### src/hw/rtl/nalsp_pkg.sv
`timescale 1ns / 1ps
// ----------------------------------------------------------------------------
// nalsp_pkg: shared types and constants of the Annex B NAL unit splitter
// Holds the result record, the status codes and the header field masks.
// ----------------------------------------------------------------------------
package nalsp_pkg;

  // Width of the internal buffer position counter; offsets wrap at this width.
  localparam int OffsetBits = 24;
  // Width of the offset and length fields of a result.
  localparam int FieldW     = 24;

  localparam logic [6:0] TypeLimitReset = 7'd64;
  localparam logic [7:0] ForbiddenMask  = 8'h80;
  localparam logic [7:0] TypeMask       = 8'h7E;
  localparam logic [7:0] StartCodeLast  = 8'h01;

  typedef enum logic [2:0] {
    ST_OK          = 3'd0,
    ST_FORBIDDEN   = 3'd1,
    ST_TYPE_HIGH   = 3'd2,
    ST_ZERO_HEADER = 3'd3,
    ST_TRUNCATED   = 3'd4,
    ST_NO_START    = 3'd5
  } status_e;

  typedef struct packed {
    logic [5:0]        unit_type;
    status_e           unit_status;
    logic [2:0]        prefix_length;
    logic [FieldW-1:0] payload_offset;
    logic [FieldW-1:0] payload_length;
    logic              final_unit;
  } result_t;

  // Results produced by one accepted byte: count (0..2), then the records.
  typedef struct packed {
    logic [1:0] cnt;
    result_t    r0;
    result_t    r1;
  } push_t;

endpackage

### src/hw/rtl/nalsp_if.sv
`timescale 1ns / 1ps
// ----------------------------------------------------------------------------
// nalsp_in_if / nalsp_out_if: byte and result channels of the splitter
// Valid/ready channels; a transaction completes when valid and ready are high.
// ----------------------------------------------------------------------------
interface nalsp_in_if;
  logic       valid;
  logic       ready;
  logic [7:0] stream_byte;
  logic       buffer_end;

  modport source (output valid, output stream_byte, output buffer_end, input ready);
  modport sink   (input valid, input stream_byte, input buffer_end, output ready);
endinterface

interface nalsp_out_if;
  logic        valid;
  logic        ready;
  logic [5:0]  unit_type;
  logic [2:0]  unit_status;
  logic [2:0]  prefix_length;
  logic [23:0] payload_offset;
  logic [23:0] payload_length;
  logic        final_unit;

  modport source (output valid, output unit_type, output unit_status,
                  output prefix_length, output payload_offset,
                  output payload_length, output final_unit, input ready);
  modport sink   (input valid, input unit_type, input unit_status,
                  input prefix_length, input payload_offset,
                  input payload_length, input final_unit, output ready);
endinterface

### src/hw/rtl/nalsp_result_fifo.sv
`timescale 1ns / 1ps
// ----------------------------------------------------------------------------
// nalsp_result_fifo: four-entry result queue
// Takes up to two results per cycle, hands out one per cycle while the reader is ready.
// ----------------------------------------------------------------------------
module nalsp_result_fifo
  import nalsp_pkg::*;
(
  input  logic    clk_i,
  input  logic    rst_ni,
  input  push_t   push_i,
  output logic    space_o,
  output logic    valid_o,
  input  logic    ready_i,
  output result_t data_o
);

  result_t    mem_q [4];
  logic [1:0] wr_q, wr_d;
  logic [1:0] rd_q, rd_d;
  logic [2:0] cnt_q, cnt_d;
  logic       pop;

  assign valid_o = (cnt_q != 3'd0);
  assign data_o  = mem_q[rd_q];
  assign space_o = (cnt_q <= 3'd2);
  assign pop     = valid_o && ready_i;

  always_comb begin
    wr_d  = wr_q + push_i.cnt;
    rd_d  = rd_q + {1'b0, pop};
    cnt_d = cnt_q + {1'b0, push_i.cnt} - {2'b00, pop};
  end

  always_ff @(posedge clk_i or negedge rst_ni) begin
    if (!rst_ni) begin
      wr_q  <= '0;
      rd_q  <= '0;
      cnt_q <= '0;
    end else begin
      wr_q  <= wr_d;
      rd_q  <= rd_d;
      cnt_q <= cnt_d;
    end
  end

  // Payload storage, no reset.
  always_ff @(posedge clk_i) begin
    if (push_i.cnt != 2'd0) begin
      mem_q[wr_q] <= push_i.r0;
    end
    if (push_i.cnt == 2'd2) begin
      mem_q[wr_q + 2'd1] <= push_i.r1;
    end
  end

endmodule

### src/hw/rtl/annexb_nal_unit_splitter.sv
`timescale 1ns / 1ps
// ----------------------------------------------------------------------------
// annexb_nal_unit_splitter: HEVC Annex B start code parser
// Scans one buffer a byte at a time, splits it at start codes and reports
// one result per NAL unit with its header check, prefix, offset and length.
// ----------------------------------------------------------------------------
// Throughput: one byte per cycle while the result queue has space; the scan
//   state updates on accept, so the next byte can follow in the next cycle.
// Output: a result is queued as the byte closing its unit is accepted and
//   shows once earlier results are taken. A byte may give two results; the
//   four-entry queue takes bytes while at most two results wait.
// Reset: asynchronous, active low; clears the scan state, the queue, and sets
//   type_limit to 64. The scan state also returns to reset after buffer_end.
module annexb_nal_unit_splitter
  import nalsp_pkg::*;
(
  input  logic              clk_i,
  input  logic              rst_ni,
  input  logic              cfg_we_i,
  input  logic [6:0]        cfg_data_i,
  nalsp_in_if.sink          in_i,
  nalsp_out_if.source       out_o
);

  // Scan phases.
  localparam logic [2:0] PhLead = 3'd0;  // expect leading start code
  localparam logic [2:0] PhSkip = 3'd1;  // drop bytes up to buffer end
  localparam logic [2:0] PhHdr0 = 3'd2;  // first header byte
  localparam logic [2:0] PhHdr1 = 3'd3;  // second header byte
  localparam logic [2:0] PhBody = 3'd4;  // payload scan

  logic [2:0]            phase_q, phase_d;
  logic [1:0]            zrun_q, zrun_d;
  logic [OffsetBits-1:0] pos_q, pos_d;
  logic [OffsetBits-1:0] pstart_q, pstart_d;
  logic [2:0]            prefix_q, prefix_d;
  logic [7:0]            hdr0_q, hdr0_d;
  status_e               held_q, held_d;
  logic [6:0]            type_limit_q;

  logic       accept;
  logic       fifo_space;
  push_t      push;
  result_t    head;
  logic [7:0] b;
  logic       last;

  assign accept      = in_i.valid && in_i.ready;
  assign in_i.ready  = fifo_space;
  assign b           = in_i.stream_byte;
  assign last        = in_i.buffer_end;

  // Build a result for a closed unit; type is shown only on a clean header.
  function automatic result_t unit_res(status_e st, logic [7:0] hdr, logic [2:0] pfx,
                                       logic [OffsetBits-1:0] start,
                                       logic [OffsetBits-1:0] close_at, logic fin);
    result_t r;
    logic [7:0] tbits;
    tbits            = (hdr & TypeMask) >> 1;
    r.unit_type      = (st == ST_OK) ? tbits[5:0] : 6'd0;
    r.unit_status    = st;
    r.prefix_length  = pfx;
    r.payload_offset = FieldW'(start);
    r.payload_length = FieldW'(close_at - start);
    r.final_unit     = fin;
    return r;
  endfunction

  // Header cut off by the buffer end: no length, always the last result.
  function automatic result_t trunc_res(logic [2:0] pfx, logic [OffsetBits-1:0] start);
    result_t r;
    r.unit_type      = 6'd0;
    r.unit_status    = ST_TRUNCATED;
    r.prefix_length  = pfx;
    r.payload_offset = FieldW'(start);
    r.payload_length = '0;
    r.final_unit     = 1'b1;
    return r;
  endfunction

  always_comb begin
    logic [2:0]            found;
    logic                  fail;
    logic [2:0]            sc_pfx;
    logic [7:0]            tbits;
    result_t               nostart;

    phase_d  = phase_q;
    zrun_d   = zrun_q;
    pos_d    = pos_q;
    pstart_d = pstart_q;
    prefix_d = prefix_q;
    hdr0_d   = hdr0_q;
    held_d   = held_q;
    push     = '0;
    found    = 3'd0;
    fail     = 1'b0;
    sc_pfx   = 3'd3;
    tbits    = (hdr0_q & TypeMask) >> 1;

    nostart                = '0;
    nostart.unit_status    = ST_NO_START;
    nostart.final_unit     = 1'b1;

    if (accept) begin
      unique case (phase_q)
        PhLead: begin
          // Leading start code: 00 00 01 at offsets 0..2 or 00 00 00 01.
          if (pos_q <= OffsetBits'(1)) begin
            fail = (b != 8'h00);
          end else if (pos_q == OffsetBits'(2)) begin
            if (b == StartCodeLast) begin
              found = 3'd3;
            end else if (b != 8'h00) begin
              fail = 1'b1;
            end
          end else if (pos_q == OffsetBits'(3)) begin
            if (b == StartCodeLast) begin
              found = 3'd4;
            end else begin
              fail = 1'b1;
            end
          end else begin
            fail = 1'b1;
          end

          if (found != 3'd0) begin
            prefix_d = found;
            pstart_d = pos_q + OffsetBits'(3);
            zrun_d   = 2'd0;
            phase_d  = PhHdr0;
            if (last) begin
              push.cnt = 2'd1;
              push.r0  = trunc_res(found, pos_q + OffsetBits'(3));
            end
          end else if (fail || last) begin
            push.cnt = 2'd1;
            push.r0  = nostart;
            phase_d  = PhSkip;
          end
        end

        PhSkip: begin
          // Drop bytes until the buffer end resets the scan.
        end

        PhHdr0: begin
          hdr0_d  = b;
          phase_d = PhHdr1;
          if (last) begin
            push.cnt = 2'd1;
            push.r0  = trunc_res(prefix_q, pstart_q);
          end
        end

        PhHdr1: begin
          // Zero header first, then forbidden bit, then type limit.
          priority if (hdr0_q == 8'h00 && b == 8'h00) begin
            held_d = ST_ZERO_HEADER;
          end else if ((hdr0_q & ForbiddenMask) != 8'h00) begin
            held_d = ST_FORBIDDEN;
          end else if ({1'b0, tbits[5:0]} >= type_limit_q) begin
            held_d = ST_TYPE_HIGH;
          end else begin
            held_d = ST_OK;
          end
          zrun_d  = 2'd0;
          phase_d = PhBody;
          if (last) begin
            push.cnt = 2'd1;
            push.r0  = unit_res(held_d, hdr0_q, prefix_q, pstart_q,
                                pos_q + OffsetBits'(1), 1'b1);
          end
        end

        PhBody: begin
          if (b == StartCodeLast && zrun_q >= 2'd2) begin
            // Start code found: close the unit where its zeros began.
            sc_pfx   = (zrun_q == 2'd3) ? 3'd4 : 3'd3;
            push.cnt = 2'd1;
            push.r0  = unit_res(held_q, hdr0_q, prefix_q, pstart_q,
                                pos_q - OffsetBits'(sc_pfx) + OffsetBits'(1), 1'b0);
            prefix_d = sc_pfx;
            pstart_d = pos_q + OffsetBits'(3);
            zrun_d   = 2'd0;
            phase_d  = PhHdr0;
            if (last) begin
              push.cnt = 2'd2;
              push.r1  = trunc_res(sc_pfx, pos_q + OffsetBits'(3));
            end
          end else begin
            if (b == 8'h00) begin
              if (zrun_q != 2'd3) begin
                zrun_d = zrun_q + 2'd1;
              end
            end else begin
              zrun_d = 2'd0;
            end
            if (last) begin
              push.cnt = 2'd1;
              push.r0  = unit_res(held_q, hdr0_q, prefix_q, pstart_q,
                                  pos_q + OffsetBits'(1), 1'b1);
            end
          end
        end

        default: begin
          phase_d = PhSkip;
        end
      endcase

      // Advance the position, or return to reset state after the last byte.
      if (last) begin
        phase_d  = PhLead;
        zrun_d   = 2'd0;
        pos_d    = '0;
        pstart_d = '0;
        prefix_d = 3'd4;
        hdr0_d   = 8'h00;
        held_d   = ST_OK;
      end else begin
        pos_d = pos_q + OffsetBits'(1);
      end
    end
  end

  always_ff @(posedge clk_i or negedge rst_ni) begin
    if (!rst_ni) begin
      phase_q      <= PhLead;
      zrun_q       <= 2'd0;
      pos_q        <= '0;
      pstart_q     <= '0;
      prefix_q     <= 3'd4;
      hdr0_q       <= 8'h00;
      held_q       <= ST_OK;
      type_limit_q <= TypeLimitReset;
    end else begin
      phase_q  <= phase_d;
      zrun_q   <= zrun_d;
      pos_q    <= pos_d;
      pstart_q <= pstart_d;
      prefix_q <= prefix_d;
      hdr0_q   <= hdr0_d;
      held_q   <= held_d;
      if (cfg_we_i) begin
        type_limit_q <= cfg_data_i;
      end
    end
  end

  // Result queue parts the scan from the output handshake.
  nalsp_result_fifo u_fifo (
    .clk_i   (clk_i),
    .rst_ni  (rst_ni),
    .push_i  (push),
    .space_o (fifo_space),
    .valid_o (out_o.valid),
    .ready_i (out_o.ready),
    .data_o  (head)
  );

  assign out_o.unit_type      = head.unit_type;
  assign out_o.unit_status    = head.unit_status;
  assign out_o.prefix_length  = head.prefix_length;
  assign out_o.payload_offset = head.payload_offset;
  assign out_o.payload_length = head.payload_length;
  assign out_o.final_unit     = head.final_unit;

endmodule

### src/flat_wrapper.sv
// flat-port wrapper written by rule: the top's interface ports become plain ports
module annexb_nal_unit_splitter_flat import nalsp_pkg::*;
  (clk_i, rst_ni, cfg_we_i, cfg_data_i, in_i_valid, in_i_stream_byte, in_i_buffer_end, in_i_ready, out_o_valid, out_o_unit_type, out_o_unit_status, out_o_prefix_length, out_o_payload_offset, out_o_payload_length, out_o_final_unit, out_o_ready);
  nalsp_in_if in_i_i ();
  nalsp_out_if out_o_i ();
  input  logic clk_i;
  input  logic rst_ni;
  input  logic cfg_we_i;
  input  logic [6:0] cfg_data_i;
  input wire logic [$bits(in_i_i.valid)-1:0] in_i_valid;
  input wire logic [$bits(in_i_i.stream_byte)-1:0] in_i_stream_byte;
  input wire logic [$bits(in_i_i.buffer_end)-1:0] in_i_buffer_end;
  output wire logic [$bits(in_i_i.ready)-1:0] in_i_ready;
  output wire logic [$bits(out_o_i.valid)-1:0] out_o_valid;
  output wire logic [$bits(out_o_i.unit_type)-1:0] out_o_unit_type;
  output wire logic [$bits(out_o_i.unit_status)-1:0] out_o_unit_status;
  output wire logic [$bits(out_o_i.prefix_length)-1:0] out_o_prefix_length;
  output wire logic [$bits(out_o_i.payload_offset)-1:0] out_o_payload_offset;
  output wire logic [$bits(out_o_i.payload_length)-1:0] out_o_payload_length;
  output wire logic [$bits(out_o_i.final_unit)-1:0] out_o_final_unit;
  input wire logic [$bits(out_o_i.ready)-1:0] out_o_ready;
  assign in_i_i.valid = in_i_valid;
  assign in_i_i.stream_byte = in_i_stream_byte;
  assign in_i_i.buffer_end = in_i_buffer_end;
  assign in_i_ready = in_i_i.ready;
  assign out_o_valid = out_o_i.valid;
  assign out_o_unit_type = out_o_i.unit_type;
  assign out_o_unit_status = out_o_i.unit_status;
  assign out_o_prefix_length = out_o_i.prefix_length;
  assign out_o_payload_offset = out_o_i.payload_offset;
  assign out_o_payload_length = out_o_i.payload_length;
  assign out_o_final_unit = out_o_i.final_unit;
  assign out_o_i.ready = out_o_ready;
  annexb_nal_unit_splitter u_core (.clk_i(clk_i), .rst_ni(rst_ni), .cfg_we_i(cfg_we_i), .cfg_data_i(cfg_data_i), .in_i(in_i_i), .out_o(out_o_i));
endmodule
### config.mk
export PLATFORM = sky130hd
export DESIGN_NAME = annexb_nal_unit_splitter_flat
export DESIGN_NICKNAME = d
export VERILOG_FILES = /design/src/hw/rtl/nalsp_pkg.sv /design/src/hw/rtl/nalsp_if.sv /design/src/hw/rtl/nalsp_result_fifo.sv /design/src/hw/rtl/annexb_nal_unit_splitter.sv /design/src/flat_wrapper.sv
export SDC_FILE = /design/constraint.sdc
export NUM_CORES = 1
export LEC_CHECK = 0
export BUFFER_PORTS_ARGS = -buffer_cell sky130_fd_sc_hd__clkbuf_2
export CAP_MARGIN = 20
export CORE_ASPECT_RATIO = 1.4
export CORE_MARGIN = 2
export CORE_UTILIZATION = 30
export DETAILED_ROUTE_END_ITERATION = 8
export GPL_TIMING_DRIVEN = 0
export PLACE_DENSITY = 0.5
export SETUP_SLACK_MARGIN = 0.3
export SLEW_MARGIN = 20
export SYNTH_ARGS = -nofsm -noshare
export SYNTH_HDL_FRONTEND = slang
export SYNTH_SLANG_ARGS = --single-unit
### constraint.sdc
create_clock -name clk_i -period 5.71 [get_ports clk_i]
set_clock_uncertainty 0.1 [all_clocks]
set_input_delay 0.8565 -clock clk_i [delete_from_list [all_inputs] [get_ports clk_i]]
set_output_delay 0.8565 -clock clk_i [all_outputs]
set_load 0.005 [all_outputs]
==> run metrics, run 1 <==
status=finished clean; TritonCTS clock tree=built; DRC=0; final worst path period share=0.910; met1 wire length=25600 µm; Mapped Area=18600 µm²; final wirelength=69000 µm; Yosys cell types=88; post-CTS setup buffer count=0; final setup violation count=0; number of synthesized flops with an enable pin=112; total chip power=0.00936 W; Fin. Hold Viols=0; Synth area leaders=edfxtp_1 (18%), dfxtp_1 (14%), dfrtp_1 (10%); cell mode on critical path=clkbuf_1; WS Path Type=input port to flip-flop; crit-path max cell delay=630 ps; r2r startpoint=u_core.zrun_q[1]$_DFFE_PN0P_; IO buf count=83; GR Overflow Total=0; met3 WL post-DR=3240 µm; area grow syn2layout=14.7%; initial antenna violation count=0; synth warn=0; Antenna Violating Nets Remaining=0; min Tclk post-route=5190 ps; crit-path max FO=15; clk slew on worst S/H paths=70 ps; Hold WS=126 ps; Die Span Y=299 µm; worst path cell trace=clkbuf_2, nor3_1, nand2_1, or2_1, clkbuf_1, ha_1, o22ai_1, nor2_1, nand2_1, or2_2, clkbuf_1, clkbuf_1, nand2_2, buf_16; IO Count=84; die area=64000 µm²; Max-Cap Viols=0; vias in the first global route=15900; Mean Syn Cell Area=9.75 µm²; Initial DRT Pass Iterations=5; first-pass GRT wire length=102000 µm; crit end category=flip-flop; synthesized net count=2041; Rel. slew slack=0.187; chip width=214 µm; Worst EP arrival=5390 ps; GRT Total Usage=0.211; largest area contributor in the netlist=edfxtp_1; Starting DRT DRC Count=1236; highest clock rate=193 MHz; drt wl/cell=24.0 µm; metal2 WL=35700 µm; post-synth top area share=0.181; ys flop type=dfxtp_1; DR top layer=met4; Static Leak=7.95 nW; Power Density=439 nW/µm²; type of the worst min-delay path=input port to asynchronous set/reset pin; Worst R2R Setup Slack=530 ps; asr flop ratio synth=0.248; Syn Inst Count=1907; DP Wirelength=53100 µm; vias per inst=5.52; layout net count=2165; Diodes inserted=0; Tightest Pin Transition=1210 ps; Final WS setup=516 ps; H-tree depth=2; core area=61600 µm²; pin count of the biggest net entering global routing=48; Slowest cell on crit path=nor3_1; Final Max Slew Viols=0; Worst setup SP type=input port; pre-CTS setup slack=-250 ps; Placer Congestion=0.942; CTS Sinks=319; Reg2Reg Depth=18; worst flop-to-flop path endpoint=u_core.u_fifo.mem_q[2][24]$_SDFFE_PP0N_; #FFs+latches synth=319; clk root buf=clkbuf_16; sequential element share of the synthesized area=0.425; total number of vias=15900; Worst EP required=5900 ps; Max clock buf depth=3; clk_lat worst skew=550 ps; Peak VDD IR=0.220 mV; share of layout cells above drive strength 1=0.145; Initial Utilization=0.302; Site Rows=108; TritonCTS buffer count=34; RSZ-0062 raised after global routing=false
report_power, final:
| part | total [W] | leakage (nW) | switching [W] | internal, W |
|---|---|---|---|---|
| logic | 0.00443 | 4.31 | 0.00265 | 0.00179 |
| clock network | 0.00224 | 0.541 | 0.00101 | 0.00123 |
| registers | 0.00268 | 3.10 | 0.000175 | 0.00251 |
worst max path at each step:
| stage | startpoint | end | slack, ps | depth (start not counted) |
|---|---|---|---|---|
| after CTS | u_core.pos_q[0]$_DFFE_PN0P_ | u_core.u_fifo.mem_q[2][23]$_SDFFE_PP0N_ | 380 | 14 |
| after global routing | u_core.zrun_q[0]$_DFFE_PN0P_ | u_core.u_fifo.mem_q[3][24]$_SDFFE_PP0P_ | 380 | 18 |
| after detailed placement | in_i_stream_byte[5] | u_core.u_fifo.mem_q[2][29]$_DFFE_PP_ | -250 | 14 |
| after floorplan | in_i_stream_byte[5] | u_core.u_fifo.mem_q[0][0]$_DFFE_PP_ | 1490 | 13 |
| after global placement | in_i_stream_byte[5] | u_core.u_fifo.mem_q[2][29]$_DFFE_PP_ | -920 | 13 |
| final | in_i_stream_byte[1] | u_core.u_fifo.mem_q[2][32]$_DFFE_PP_ | 520 | 14 |
worst max-delay path, delay by kind of cell:
family,cells,cell delay [ps]
compound gates,1,300
fa+ha+maj,1,320
buf+inv,5,1790
simple gates,7,2090
through the flow:
step                       util  setup TNS, ps  cell area (µm²)  instances
after floorplan               -              0            18600       1907
after global placement    0.325         -70090            20000       2815
after detailed placement  0.328          -4560            20200       2820
after CTS                 0.346              0            21300       2882
after global routing      0.346              0            21300       2882
final                     0.346              0            21300       2882
area by class of cell:
type                       count  area (µm²)
buffer                       136         621
clock buffer                  44         940
clock inverter                18         155
fill                        6306       40300
inverter                     120         450
multi-input combinational   1332        9650
sequential                   319        7910
tap                          825        1030
timing repair buffer          88         554
Yosys cell counts (4+ instances only):
cell and n:
nor2_1 63, a21o_1 23, ha_1 108, a21oi_1 63, nand2_1 179, and2_1 8, o31ai_1 37, and4_1 8
a31oi_1 11, nor3_1 24, xnor2_1 65, a211oi_1 6, inv_1 118, o22ai_1 82, nand3_1 144, buf_2 48
a32o_1 24, xor2_1 24, nor4_1 13, edfxtp_1 112, or3_1 6, o32ai_1 8, o211ai_1 5, dfxtp_1 128
o21a_1 7, dfrtp_1 77, a22oi_1 4, a2bb2oi_1 5, mux4_2 60, clkbuf_1 71, nand2b_1 30, nor2b_1 10
buf_1 9, nand4_1 12, and3_1 14, a22o_1 11, o21ai_1 9, o21ai_0 199, fa_1 5
sequential cells by signal, indices dropped and copies added (netlist names):
register             cells
u_core.prefix_q          2
u_core.u_fifo.rd_q       2
u_core.u_fifo.mem_q    240
u_core.pstart_q         24
u_core.held_q            2
u_core.phase_q           3
u_core.u_fifo.wr_q       2
u_core.type_limit_q      7
u_core.pos_q            24
u_core.hdr0_q            8
u_core.zrun_q            2
u_core.u_fifo.cnt_q      3
placed cells by master, fill, tap and decap left out, drive strengths merged, types with 8 or more instances in the layout:
master	count
o21ai	210
clkbuf	202
nand2	181
nand3	147
dfxtp	128
inv	121
edfxtp	112
ha	108
o22ai	82
dfrtp	77
nor2	67
buf	66
xnor2	65
a21oi	64
mux4	60
o31ai	38
nand2b	30
xor2	24
a32o	24
nor3	24
a21o	23
nor4	15
clkinv	15
and3	14
nand4	12
a31oi	11
a22o	11
nor2b	10
and2	9
and4	8
o32ai	8
o21a	8
timing repair:
item                       CTS  global route
pin swaps                    0             0
hold buffers                 0             0
resized for setup            2             4
cloned                       0             0
setup endpoints to repair    5            15
cell families (layout without fill, tap and decap cells):
logic type / count (synthesis) / in the layout / synth area share
buf+inv: 256 / 406 / 0.0574
flops: 319 / 319 / 0.425
fa+ha+maj: 113 / 113 / 0.0781
xor+xnor: 89 / 89 / 0.0419
simple gates: 537 / 537 / 0.144
compound gates: 528 / 528 / 0.178
mux: 65 / 65 / 0.0755
metal layers:
metal  vias to the layer above  global-route usage
met5                         -                   0
met4                         0               0.122
met3                       168              0.0230
met2                       556               0.388
met1                      7890               0.236
li1                       7288                   -
No activity file was read; power rests on OpenSTA's default activity.
==> inputs of run 2 (changes only) <==
CTS_BUF_LIST = sky130_fd_sc_hd__clkbuf_4   (was unset)
==> run 2 against run 1 <==
  * Clock-buffer cell count up 82
  * Non-clock buffer count rose by 1
  * Combinational power is essentially flat
  * Cell area down 0.14%
  * Via count is 2.6% higher
  * Maximum frequency decreased by 0.32%
  * Total power shrank 1.6%
  * Wire length grew 0.52%
  * Sequential share of layout area is 0.052 points higher
  * Critical path type unchanged
  * Critical endpoint is now u_core.u_fifo.mem_q[2][29]$_DFFE_PP_
  * Largest cell class unchanged
==> run metrics, run 2 (synthesized netlist as in run 1, its figures left out) <==
drt wl/cell=23.4 µm; most frequent cells in the layout=o21ai_0 (199), nand2_1 (175), nand3_1 (144); final setup violation count=0; Slowest cell on crit path=nor4_1; WP buf/inv=5; Hold WS=157 ps; commonest non-fill, non-tap cell in the layout=o21ai_0; placed insts=2820; CP top delay family=simple AND/OR/NAND/NOR gates; worst path cell trace=clkbuf_2, nor4_1, nand2_1, or2_1, clkbuf_1, ha_1, o22ai_1, nor2_1, nand2_1, or2_2, clkbuf_1, clkbuf_1, nand2_2, buf_16; Antenna Violating Nets Remaining=0; Static Leak=8.05 nW; crit-path max FO=15; TritonCTS buffer count=81; switching part of the total=0.419; final instance area=21300 µm²; Seq pwr share=0.292; setup TNS=0 ps; status=finished clean; Peak VDD IR=0.191 mV; min Tclk post-route=5210 ps; core area=61600 µm²; Max-Cap Viols=0; Starting DRT DRC Count=1228; Placer Congestion=0.942; die area=64000 µm²; DP Wirelength=53100 µm; cell mode on critical path=clkbuf_1; Power Density=432 nW/µm²; post-route insts no fill=2966; initial antenna violation count=1; IO Count=84; clk root buf=clkbuf_4; fillers=6362; IO buf count=83; clk_lat worst skew=820 ps; gr busiest metal=met2; Top Registers=u_core.u_fifo.mem_q (240), u_core.pos_q (24), u_core.pstart_q (24); Top reg by flops=u_core.u_fifo.mem_q; Tightest Pin Transition=1140 ps; Switch Pwr=0.00386 W; first-pass GRT wire length=103000 µm; Fin. Hold Viols=0; met3 usage=0.0365; crit end category=flip-flop; highest clock rate=192 MHz; Initial Utilization=0.302; TritonCTS clock tree=built; RSZ-0062 raised after global routing=false; vias in the first global route=16300; GRT met2 Usage=0.385; Final WS setup=499 ps; Site Rows=108; pre-CTS setup slack=-250 ps; final worst path period share=0.913; DRC=0; layout net count=2213; pin count of the biggest net entering global routing=48; vias per inst=5.50; CTS Sinks=319; H-tree depth=3; Initial DRT Pass Iterations=5; Worst EP required=6150 ps; M1 GR Usage=0.231; Rel. slew slack=0.232; Die Span Y=299 µm; post-CTS setup buffer count=0; Worst setup SP type=input port; final wirelength=69400 µm; type of the worst min-delay path=input port to flip-flop; total number of vias=16300; share of layout cells above drive strength 1=0.177; GRT Total Usage=0.214; Int Power=0.00534 W; Logic pwr share=0.484; WS Path Type=input port to flip-flop; area grow syn2layout=14.5%; Final Max Slew Viols=0; clk slew on worst S/H paths=80 ps; crit-path max cell delay=790 ps; Worst EP arrival=5650 ps; max FFs per register=240; clock share of power=0.225; placed instance area=20200 µm²; Max clock buf depth=3; chip width=214 µm; GR Overflow Total=0
-- run 2: cell types whose count changed in the layout (fill, tap and decap cells not counted), moves of 2 or more --
cell and change:
clkbuf_1 -6, clkbuf_16 -35, clkbuf_4 +126, clkbuf_8 -3
clkinv_1 +6, clkinv_2 -6, clkinv_8 -2, diode_2 +2
inv_2 +2
-- run 2: routing by layer --
layer / share of wire / vias to the layer above
met5: 0 / -
met4: 0.069 / 0
met3: 0.057 / 199
met2: 0.51 / 688
met1: 0.36 / 7987
li1: - / 7434
-- run 2: worst paths after layout --
| check | startpoint | to | slack [ps] | cells after the start |
|---|---|---|---|---|
| min in group asynchronous | rst_ni | u_core.type_limit_q[0]$_DFFE_PN0P_ | 400 | 2 |
| setup / recovery | in_i_stream_byte[5] | u_core.u_fifo.mem_q[2][29]$_DFFE_PP_ | 500 | 14 |
| hold / removal | cfg_data_i[4] | u_core.type_limit_q[4]$_DFFE_PN0P_ | 160 | 3 |
| max in group asynchronous | rst_ni | u_core.prefix_q[1]$_DFFE_PN0P_ | 4450 | 3 |
| setup reg to reg | u_core.pos_q[0]$_DFFE_PN0P_ | u_core.u_fifo.mem_q[2][23]$_SDFFE_PP0N_ | 570 | 14 |
| hold reg to reg | u_core.u_fifo.mem_q[3][53]$_SDFFE_PP0P_ | u_core.u_fifo.mem_q[3][53]$_SDFFE_PP0P_ | 360 | 2 |
-- run 2: metrics by stage --
stage | util | power (W)
after floorplan | - | 0.00572
after global placement | 0.325 | 0.00711
after detailed placement | 0.328 | 0.00713
after CTS | 0.345 | 0.00921
after global routing | 0.345 | 0.00977
final | 0.345 | 0.00920
-- run 2: power groups by stage --
stage | Sequential [W] | Combinational, W | Clock, W
after floorplan | 0.00264 | 0.00308 | 0
after global placement | 0.00273 | 0.00438 | 0
after detailed placement | 0.00273 | 0.00441 | 0
after CTS | 0.00268 | 0.00443 | 0.00210
after global routing | 0.00269 | 0.00485 | 0.00223
final | 0.00269 | 0.00445 | 0.00207
-- run 2: timing repair --
item,4_1_cts,5_1_grt
gates cloned,0,0
hold buffers,1,0
resized for setup,1,4
setup endpoints to repair,4,14
hold endpoints to repair,30,0
pin swaps,0,0
-- run 2: layout make-up --
class,count,area (µm²),share of cell area
multi-input combinational,1332,9650,0.453
sequential,319,7910,0.371
tap,825,1030,0.0485
clock buffer,126,946,0.0445
buffer,136,621,0.0292
timing repair buffer,89,564,0.0265
inverter,120,450,0.0212
clock inverter,17,110,0.00517
antenna,2,5.00,0.000235
-- run 2: tightest hold or removal path, cell delays in order --
cell	delay, ps
clkbuf_2	80
nand2_1	40
o21ai_0	60
